## src/hw/rtl/lndc_pkg.sv

```systemverilog
// Shared types, constants and helpers for the LRU name-to-date cache.
`default_nettype none
package lndc_pkg;

    localparam int ENTRIES_DEF = 20;
    localparam int NAME_BYTES  = 32;
    localparam int KEY_WORDS   = 4;
    localparam int WORD_W      = 64;
    localparam int CNT_W       = 32;

    localparam logic CMD_LOOKUP = 1'b0;
    localparam logic CMD_CLEAR  = 1'b1;

    typedef logic [KEY_WORDS-1:0][WORD_W-1:0] t_key;

    typedef struct packed {
        t_key              key;
        logic [WORD_W-1:0] date;
        logic              valid;
    } t_entry;

    typedef struct packed {
        logic cmp;     // capture match bits
        logic lookup;  // request may hit at all
        logic upd;     // apply the update step
        logic clr;     // update step invalidates everything
        logic store;   // update step writes a missed name
    } t_cell_ctl;

    typedef enum logic [1:0] {
        ST_IDLE,
        ST_CMP,
        ST_UPD
    } t_state;

    // Bytes past NAME_BYTES never take part in compare or store.
    function automatic logic [WORD_W-1:0] word_mask(input int w);
        logic [WORD_W-1:0] m;
        m = '0;
        for (int b = 0; b < WORD_W / 8; b++) begin
            if (w * (WORD_W / 8) + b < NAME_BYTES) begin
                m[8*b +: 8] = 8'hFF;
            end
        end
        return m;
    endfunction

endpackage
`default_nettype wire

```

## src/hw/rtl/lndc_cell.sv

```systemverilog
// One recency slot of the cache: stored entry, match bit and shift link to its neighbor.
`default_nettype none
module lndc_cell (
    input  logic                              i_clk,
    input  logic                              i_rst_n,
    input  lndc_pkg::t_cell_ctl               i_ctl,
    input  lndc_pkg::t_key                    i_req_key,
    input  lndc_pkg::t_entry                  i_prev,
    input  logic                              i_any_match,
    input  logic [lndc_pkg::WORD_W-1:0]       i_hit_date,
    output lndc_pkg::t_entry                  o_entry,
    output logic                              o_match,
    output logic                              o_any_match,
    output logic [lndc_pkg::WORD_W-1:0]       o_hit_date
);
    import lndc_pkg::*;

    logic              r_valid;
    logic              r_match;
    t_key              r_key;
    logic [WORD_W-1:0] r_date;
    logic              w_take;

    // slots at or above the hit slot move down one place
    assign o_any_match = r_match | i_any_match;
    assign w_take      = i_ctl.store | o_any_match;
    assign o_hit_date  = i_hit_date | (r_match ? r_date : '0);

    always_ff @(posedge i_clk) begin
        if (!i_rst_n) begin
            r_valid <= 1'b0;
            r_match <= 1'b0;
        end else begin
            if (i_ctl.cmp) begin
                r_match <= i_ctl.lookup && r_valid && (r_key == i_req_key);
            end
            if (i_ctl.upd) begin
                if (i_ctl.clr) begin
                    r_valid <= 1'b0;
                end else if (w_take) begin
                    r_valid <= i_prev.valid;
                end
            end
        end
    end

    always_ff @(posedge i_clk) begin
        if (i_ctl.upd && !i_ctl.clr && w_take) begin
            r_key  <= i_prev.key;
            r_date <= i_prev.date;
        end
    end

    assign o_entry.key   = r_key;
    assign o_entry.date  = r_date;
    assign o_entry.valid = r_valid;
    assign o_match       = r_match;

endmodule
`default_nettype wire

```

## config.mk

```make
export PLATFORM = sky130hd
export DESIGN_NAME = lndc_cell
export DESIGN_NICKNAME = d
export VERILOG_FILES = /design/src/hw/rtl/lndc_pkg.sv /design/src/hw/rtl/lndc_cell.sv
export SDC_FILE = /design/constraint.sdc
export NUM_CORES = 1
export LEC_CHECK = 0
export BUFFER_PORTS_ARGS = -buffer_cell sky130_fd_sc_hd__buf_2
export CORE_AREA = 4 4 404 406
export DETAILED_ROUTE_END_ITERATION = 8
export DIE_AREA = 0 0 408 410
export PLACE_DENSITY = 0.34
export SETUP_SLACK_MARGIN = 0.1
export SLEW_MARGIN = 20
export SYNTH_ARGS = -nofsm -noshare
export SYNTH_HDL_FRONTEND = slang
export SYNTH_SLANG_ARGS = --single-unit
```

## constraint.sdc

```tcl
create_clock -name i_clk -period 26.2 [get_ports i_clk]
set_clock_uncertainty 0.1 [all_clocks]
set_input_delay 1.31 -clock i_clk [delete_from_list [all_inputs] [get_ports i_clk]]
set_output_delay 1.31 -clock i_clk [all_outputs]
set_load 0.03 [all_outputs]
```

# Word level (Yosys, flattened, before mapping)
# Index checks and enable logic that the tools add are counted.
# totals
regBits	322
latch_bits	0
ramBits	0
rom_bits	0
input_bits	649
word_cells	21
mem_count	0
# classes
add_sub_neg	0
multipliers	0
div	0
magnitude_cmp	0
eq_ne	1
shift	0
mux	3
n_bitwise	3
reduce_logical	7
# op_table
operator	count
== test 256 bit	1
2-to-1 mux 64 bit	1
OR 64 bit	1
logical AND 1 bit	4
2-to-1 mux 1 bit	2
OR 1 bit	2
AND reduction 2 bit	1
nonzero test 2 bit	1
zero test 1 bit	1

# Longest topological paths before layout
# Gate-level depths: netlist of run 1.
# logic_depth
ltp_word	4
ltp_mapped	6
ltp_nobuf	6

# Worst setup path before layout of run 1
# OpenSTA, ideal clock, no wires.
# synth_path
path_kind	input to register
startpoint	input port i_any_match
endpoint	register r_valid
setup_time_ns	0.135
t_arrival_ns	27.039
required_time_ns	25.965
setup_slack_ns	-1.074
cell_stages	5
path_buffers	0
path_cell_list	or2_1 > nor2_1 > nor3b_1 > a22oi_1 > nor2b_1
# synth_between
elab_chain_len	4
# synth_lines
element	line	source
from (decl)	lndc_cell.sv:9	input logic i_any_match,
OR 1 bit	lndc_cell.sv:25	assign o_any_match = r_match | i_any_match;
OR 1 bit	lndc_cell.sv:26	assign w_take = i_ctl.store | o_any_match;
nonzero test 2 bit (no line)	-	
AND reduction 2 bit (no line)	-	
to (signal assigned)	lndc_cell.sv:41	r_valid <= i_prev.valid;
to (decl)	lndc_cell.sv:18	logic r_valid;
# Every way passes these cells.
# A chain may end at the register's enable or synchronous reset.

# Worst setup path after layout of run 1
# layout_path
startpoint	input port i_any_match
endpoint	register r_key, in the netlist o_entry[109] (enable)
# layout_between
elab_chain_len	3
# layout_lines
element	line	source
OR 1 bit	lndc_cell.sv:25	
OR 1 bit	lndc_cell.sv:26	
logical AND 1 bit	lndc_cell.sv:48	if (i_ctl.upd && !i_ctl.clr && w_take) begin
to (signal assigned)	lndc_cell.sv:49	r_key <= i_prev.key;
to (decl)	lndc_cell.sv:20	t_key r_key;
# Every way passes these cells.

==> impl_metrics.py, run 1 <==
metrics = {
    "place": {
        "place_area_um2": 20900,
        "dp_hpwl_um": 89500,
        "routabilityCongestion": 0.920,
        "port_buffers": 1035,
    },
    "clocking": {
        "clock_latency_ns": 0.59,
        "cts_made_buffers": 45,
        "cts_hold_buf": 0,
        "cts_num_sinks": 322,
        "post-cts-setup-buffer-count": 0,
        "h-tree-depth": 2,
        "clk_path_buf_depth": 3,
        "clk_pin_slew_worst_paths_ns": 0.06,
        "ctsResizeCount": 0,
        "clock_tree.root_cell": "clkbuf_16",
        "cts_tree": "done",
    },
    "sta": {
        "setup_viol_count_final": 0,
        "tightest_slew_ns": 0.978,
        "relSlewSlack_pct": 34.2,
        "finalMaxSlewViolations": 0,
        "whs_ns": 0.480,
        "fin_crit_ns": 4.38,
        "rsz0062_at_grt": "no",
        "min_period_over_period_pct": 16.7,
        "finalHoldViolCount": 0,
        "fmax_ghz": 0.228,
        "setup_tns_ns": 0,
    },
    "floorplan": {
        "initial_core_util_pct": 8.16,
        "rows": 147,
        "die_area_um2": 167000,
        "ioPinCount": 1036,
        "core_um2": 160000,
        "die_h_um": 410,
        "die_w_um": 408,
    },
    "drt": {
        "ant_nets": 0,
        "drtPass1Iterations": 5,
        "drc": 0,
        "vias_per_cell": 2.87,
        "via_count": 11396,
        "drt_iter0_drc": 647,
        "wire_per_inst_um": 25.5,
        "drt-total-wl_um": 101000,
    },
    "synthesis": {
        "syn_nets": 1397,
        "yosysTopAreaCellShare_pct": 73.7,
        "yosys.area.top_type": "edfxtp_1",
        "synth_area_leaders": "edfxtp_1 (74%), xor2_1 (13%), xnor2_1 (3.8%), a21o_1 (3.7%), nor4_1 (2.4%)",
        "synth_seq_cells": 322,
        "netlist-cell-type-count": 25,
        "seq_area_frac_synth_pct": 74.0,
        "syn_area_um2": 13000,
        "synthesis.instances": 748,
        "yosys_warnings": 0,
        "synth.avg_cell_area_um2": 17.4,
    },
    "critical_path": {
        "cp.required_ns": 26.31,
        "crit_slowest_cell": "buf_4",
        "cp_data_arrival_time_ns": 4.49,
        "crit_buf_inv": 4,
        "critPathMaxStageDelay_ns": 0.84,
        "path_delay_family": "buffers and inverters",
        "crit_top_cell": "buf_4",
        "path_class": "input pin to flop",
        "start_kind": "input pin",
        "cp_max_fo": 66,
        "cp-end-kind": "flop",
        "path_cells": "buf_2 > or2_1 > nor2_1 > nor3b_4 > buf_4 > buf_4 > buf_4",
    },
    "cells_and_area": {
        "seq_area_um2": 9650,
        "drive_above_1_share_pct": 59.9,
        "design_area_um2": 22400,
        "fin_nets": 2481,
        "num-fill-cells": 18124,
        "multi_input_area_um2": 3390,
        "syn_to_final_growth_pct": 72.1,
    },
    "outcome": {
        "status": "finished clean",
    },
    "power": {
        "vdd_drop_max_mv": 0.0395,
        "p_leak_uw": 0.00934,
        "power_density_nw_per_um2": 68.2,
    },
    "global_routing": {
        "grt_use_met1_pct": 14.0,
        "busiest_layer": "met2",
        "grt_remaining_overflow": 0,
        "antenna_found_initial": 43,
        "grt_max_degree": 67,
        "grt_pass1_wl_um": 126000,
        "grtUsageMet2_pct": 19.6,
        "grt_use_met3_pct": 4.16,
        "grtUsageTotal_pct": 11.5,
        "grt_pass1_vias": 12124,
    },
    "job": {
        "cap_violations": 0,
    },
    "hold_path": {
        "hold_class": "flop to flop",
    },
}
area by class of cell:
class | count | share of cell area (%)
Timing Repair Buffer | 1045 | 23.4
Tap cell | 2086 | 11.6
Clock inverter | 21 | 1.14
Clock buffer | 62 | 5.49
Inverter | 2 | 0.0334
Multi-Input combinational cell | 416 | 15.1
Sequential cell | 322 | 43.0
Antenna cell | 19 | 0.212
path summary, 6_finish.rpt:
check | start | endpoint | slack (ns) | cells past startpoint
setup reg to reg | o_match | o_entry[109] | 21.99 | 6
setup / recovery | i_any_match | o_entry[109] | 21.82 | 7
hold / removal | r_valid | r_valid | 0.48 | 2
hold reg to reg | r_valid | r_valid | 0.48 | 2
logic make-up after synthesis:
family                 Yosys count  share of synthesized area, %
flip-flops                     322                          74.0
XOR/XNOR                       254                          17.1
AND/OR/NAND/NOR                 93                          4.61
AO/OA/AOI/OAI                   69                          4.02
buffers and inverters           10                         0.317
tightest hold or removal path, stage by stage, from the launching register on:
cell	delay [ns]
dfxtp_1	0.36
a22oi_1	0.08
nor2b_1	0.10
layout by cell type (no fill, tap or decap), drive strengths merged:
cell type / instances
buf: 1045
edfxtp: 320
xor2: 197
a21o: 64
clkbuf: 62
xnor2: 57
nor4: 53
nand4: 28
diode: 19
clkinv: 12
bufinv: 6
nor2: 3
inv: 3
nor3: 2
nand3: 2
clkinvlp: 2
dfxtp: 2
or2: 1
nor3b: 1
o31ai: 1
a22oi: 1
nor2b: 1
a221oi: 1
o221ai: 1
or4: 1
nand3b: 1
o21ai: 1
state kept, by name, indices dropped and copies added (netlist names):
signal	flops
r_valid	1
o_entry	256
o_match	1
r_date	64
power breakdown:
part | total [uW] | internal (uW) | switching (uW)
clock network | 639 | 386 | 253
registers | 640 | 606 | 33.8
logic | 252 | 82.7 | 170
cells in the mapped netlist:
library cell and instances:
nor4_4 1, dfxtp_1 2, nor2_1 3, xor2_1 197
or2_1 1, buf_4 1, a221oi_1 1, a22oi_1 1
clkbuf_1 7, inv_2 2, nor4_1 50, or4_1 1
o31ai_1 1, a21o_1 64, o21ai_1 1, edfxtp_1 320
xnor2_1 57, nor4_2 2, o221ai_2 1, nor3_1 2
nand3b_1 1, nand3_1 2, nand4_1 28, nor2b_1 1
nor3b_1 1
metal layers:
layer | vias up | routed length [um]
met5 | - | 245
met4 | 40 | 1710
met3 | 126 | 8470
met2 | 567 | 49400
met1 | 5613 | 41500
li1 | 5050 | -
metrics by stage:
step | total power, uW | setup WS, ns | instances | util (%)
floorplan | 761 | 10.80 | 748 | -
global placement | 912 | 21.07 | 3871 | 13.1
detailed placement | 911 | 21.14 | 3871 | 13.1
CTS | 1580 | 21.82 | 3954 | 14.0
global route | 1600 | 21.62 | 3955 | 14.0
finish | 1530 | 21.82 | 3973 | 14.0
No activity file was read; power rests on OpenSTA's default activity.
==> inputs of run 2 (changes only) <==
Settings changed: CORE_AREA 4 4 404 406 to 4 4 407 409, DIE_AREA 0 0 408 410 to 0 0 411 413.
Clock period 26.2 ns to 4.2 ns, I/O delays scaled along.
==> run 2 against run 1 <==
Net effect:
- core utilization up 1.9 points
- final cell count up 10%
- wire length up 12%
- sequential power rose to 6.2 times the previous value
- sequential cell count unchanged
- via count up 11%
- first-iteration DRC count up 0.93%
- highest routed layer unchanged
- largest cell class unchanged
- critical path depth unchanged
- worst setup slack worse by 20 ns
- combinational power rose to 7.6 times the previous value
- global-route usage up 1.1 points
==> impl_metrics.py, run 2 (synthesized netlist as in run 1, its figures left out) <==
metrics = {
    "critical_path": {
        "timing.rr.end": "o_match",
        "crit_buf_inv": 1,
        "cp_max_fo": 2,
        "reg2regPathDepth": 7,
        "rrSetupSlack_ns": 1.40,
        "critPathCapture": "o_match",
        "start_kind": "flop",
        "path_cells": "xor2_1 > nor4_1 > nand4_1 > nor4_1 > buf_4 > nand4_1 > o21ai_1",
        "critPathMaxStageDelay_ns": 0.69,
        "cp_data_arrival_time_ns": 3.25,
        "cp.required_ns": 4.65,
        "path_delay_family": "simple AND/OR/NAND/NOR gates",
        "path_class": "flop to flop",
        "cp-end-kind": "flop",
        "timing.rr.start": "o_entry[109]",
        "critical_path.startpoint": "o_entry[109]",
        "path_depth": 7,
        "crit_slowest_cell": "nor4_1",
    },
    "cells_and_area": {
        "layout_common_cells": "buf_2 (1035), dlygate4sd3_1 (323), edfxtp_1 (320)",
        "num-fill-cells": 18194,
        "syn_to_final_growth_pct": 97.7,
        "design_area_um2": 25800,
        "fin_nets": 2808,
        "layout_commonest_cell": "buf_2",
        "largest_reg_flops": 256,
        "drive_above_1_share_pct": 51.2,
    },
    "sta": {
        "setup_tns_ns": 0,
        "finalHoldViolCount": 0,
        "fin_crit_ns": 2.80,
        "relSlewSlack_pct": 36.2,
        "fmax_ghz": 0.358,
        "tightest_slew_ns": 0.957,
        "setup_viol_count_final": 0,
        "finalMaxSlewViolations": 0,
        "min_period_over_period_pct": 66.6,
        "rsz0062_at_grt": "no",
        "whs_ns": 0.102,
    },
    "clocking": {
        "cts_made_buffers": 46,
        "cts_num_sinks": 322,
        "clk_pin_slew_worst_paths_ns": 0.06,
        "cts_tree": "done",
        "h-tree-depth": 2,
        "clock_tree.root_cell": "clkbuf_16",
        "clk_path_buf_depth": 3,
        "clock_latency_ns": 0.62,
    },
    "floorplan": {
        "ioPinCount": 1036,
        "die_h_um": 413,
        "core_um2": 162000,
        "die_w_um": 411,
        "die_area_um2": 170000,
        "initial_core_util_pct": 8.05,
        "rows": 148,
    },
    "drt": {
        "ant_nets": 0,
        "drtPass1Iterations": 5,
        "drt_iter0_drc": 653,
        "drc": 0,
        "vias_per_cell": 2.89,
        "drt-total-wl_um": 114000,
        "wire_per_inst_um": 26.0,
        "via_count": 12678,
    },
    "global_routing": {
        "grtUsageTotal_pct": 12.7,
        "grt_pass1_vias": 13394,
        "grt_max_degree": 123,
        "antenna_found_initial": 60,
        "grt_remaining_overflow": 0,
        "grt_pass1_wl_um": 140000,
    },
    "hold_path": {
        "hold_class": "input pin to flop",
    },
    "place": {
        "dp_hpwl_um": 101000,
        "place_area_um2": 21100,
        "routabilityCongestion": 0.855,
        "port_buffers": 1035,
    },
    "power": {
        "p_leak_uw": 0.0107,
        "vdd_drop_max_mv": 0.297,
        "power_density_nw_per_um2": 377,
    },
    "outcome": {
        "status": "finished clean",
    },
    "job": {
        "cap_violations": 0,
    },
}
[run 2: per-layer routing]
layer  GRT usage [%]  share of wire (%)  vias up
li1                -                  -     5712
met1            15.4                 41     6212
met2            21.7                 49      580
met3            4.31                7.8      122
met4            2.21                1.4       52
met5               0               0.30        -
[run 2: report_power, final]
group | switching, uW | total [uW] | internal [uW]
Combinational | 1200 | 1920 | 719
Sequential | 190 | 3970 | 3780
Clock | 1610 | 3830 | 2220
[run 2: repair_timing]
item / in CTS / in global routing
setup buffers: 0 / 0
hold buffers: 323 / 0
endpoints found under the hold margin: 322 / 0
gates resized for setup: 0 / 0
[run 2: worst min path at each step]
stage,startpoint,to,slack (ns),cells after the start
6_report,i_ctl[1],o_entry[165],0.10,3
5_1_grt,i_ctl[1],o_entry[174],0.08,3
4_1_cts,i_ctl[1],o_entry[108],0.05,3
3_5_place_dp,i_prev[12],r_date[11],0.29,1
3_3_place_gp,i_prev[245],o_entry[245],0.29,1
2_1_floorplan,i_prev[100],o_entry[100],0.21,0
[run 2: final cells by class]
| type | count | area [um2] | area share (%) |
|---|---|---|---|
| antenna | 18 | 45.0 | 0.175 |
| timing repair buffer | 1371 | 8550 | 33.2 |
| multi-input combinational | 416 | 3380 | 13.1 |
| sequential | 322 | 9650 | 37.4 |
| tap | 2175 | 2720 | 10.6 |
| clock buffer | 55 | 1210 | 4.68 |
| clock inverter | 24 | 213 | 0.825 |
| inverter | 2 | 7.51 | 0.0291 |
[run 2: through the flow]
step | power [uW] | utilization (%) | setup WS (ns) | cells
floorplan | 4730 | - | -5.41 | 748
global placement | 5750 | 13.0 | 0.942 | 3963
detailed placement | 5750 | 13.0 | 1.16 | 3963
CTS | 9990 | 15.9 | 1.16 | 4365
global route | 10200 | 15.9 | 1.17 | 4372
finish | 9720 | 15.9 | 1.40 | 4383
[run 2: worst register-to-register path, cell delays in order, from the launching register on]
cell and delay, ns:
edfxtp_1 0.47, xor2_1 0.20, nor4_1 0.39, nand4_1 0.26, nor4_1 0.69, buf_4 0.22, nand4_1 0.20, o21ai_1 0.18
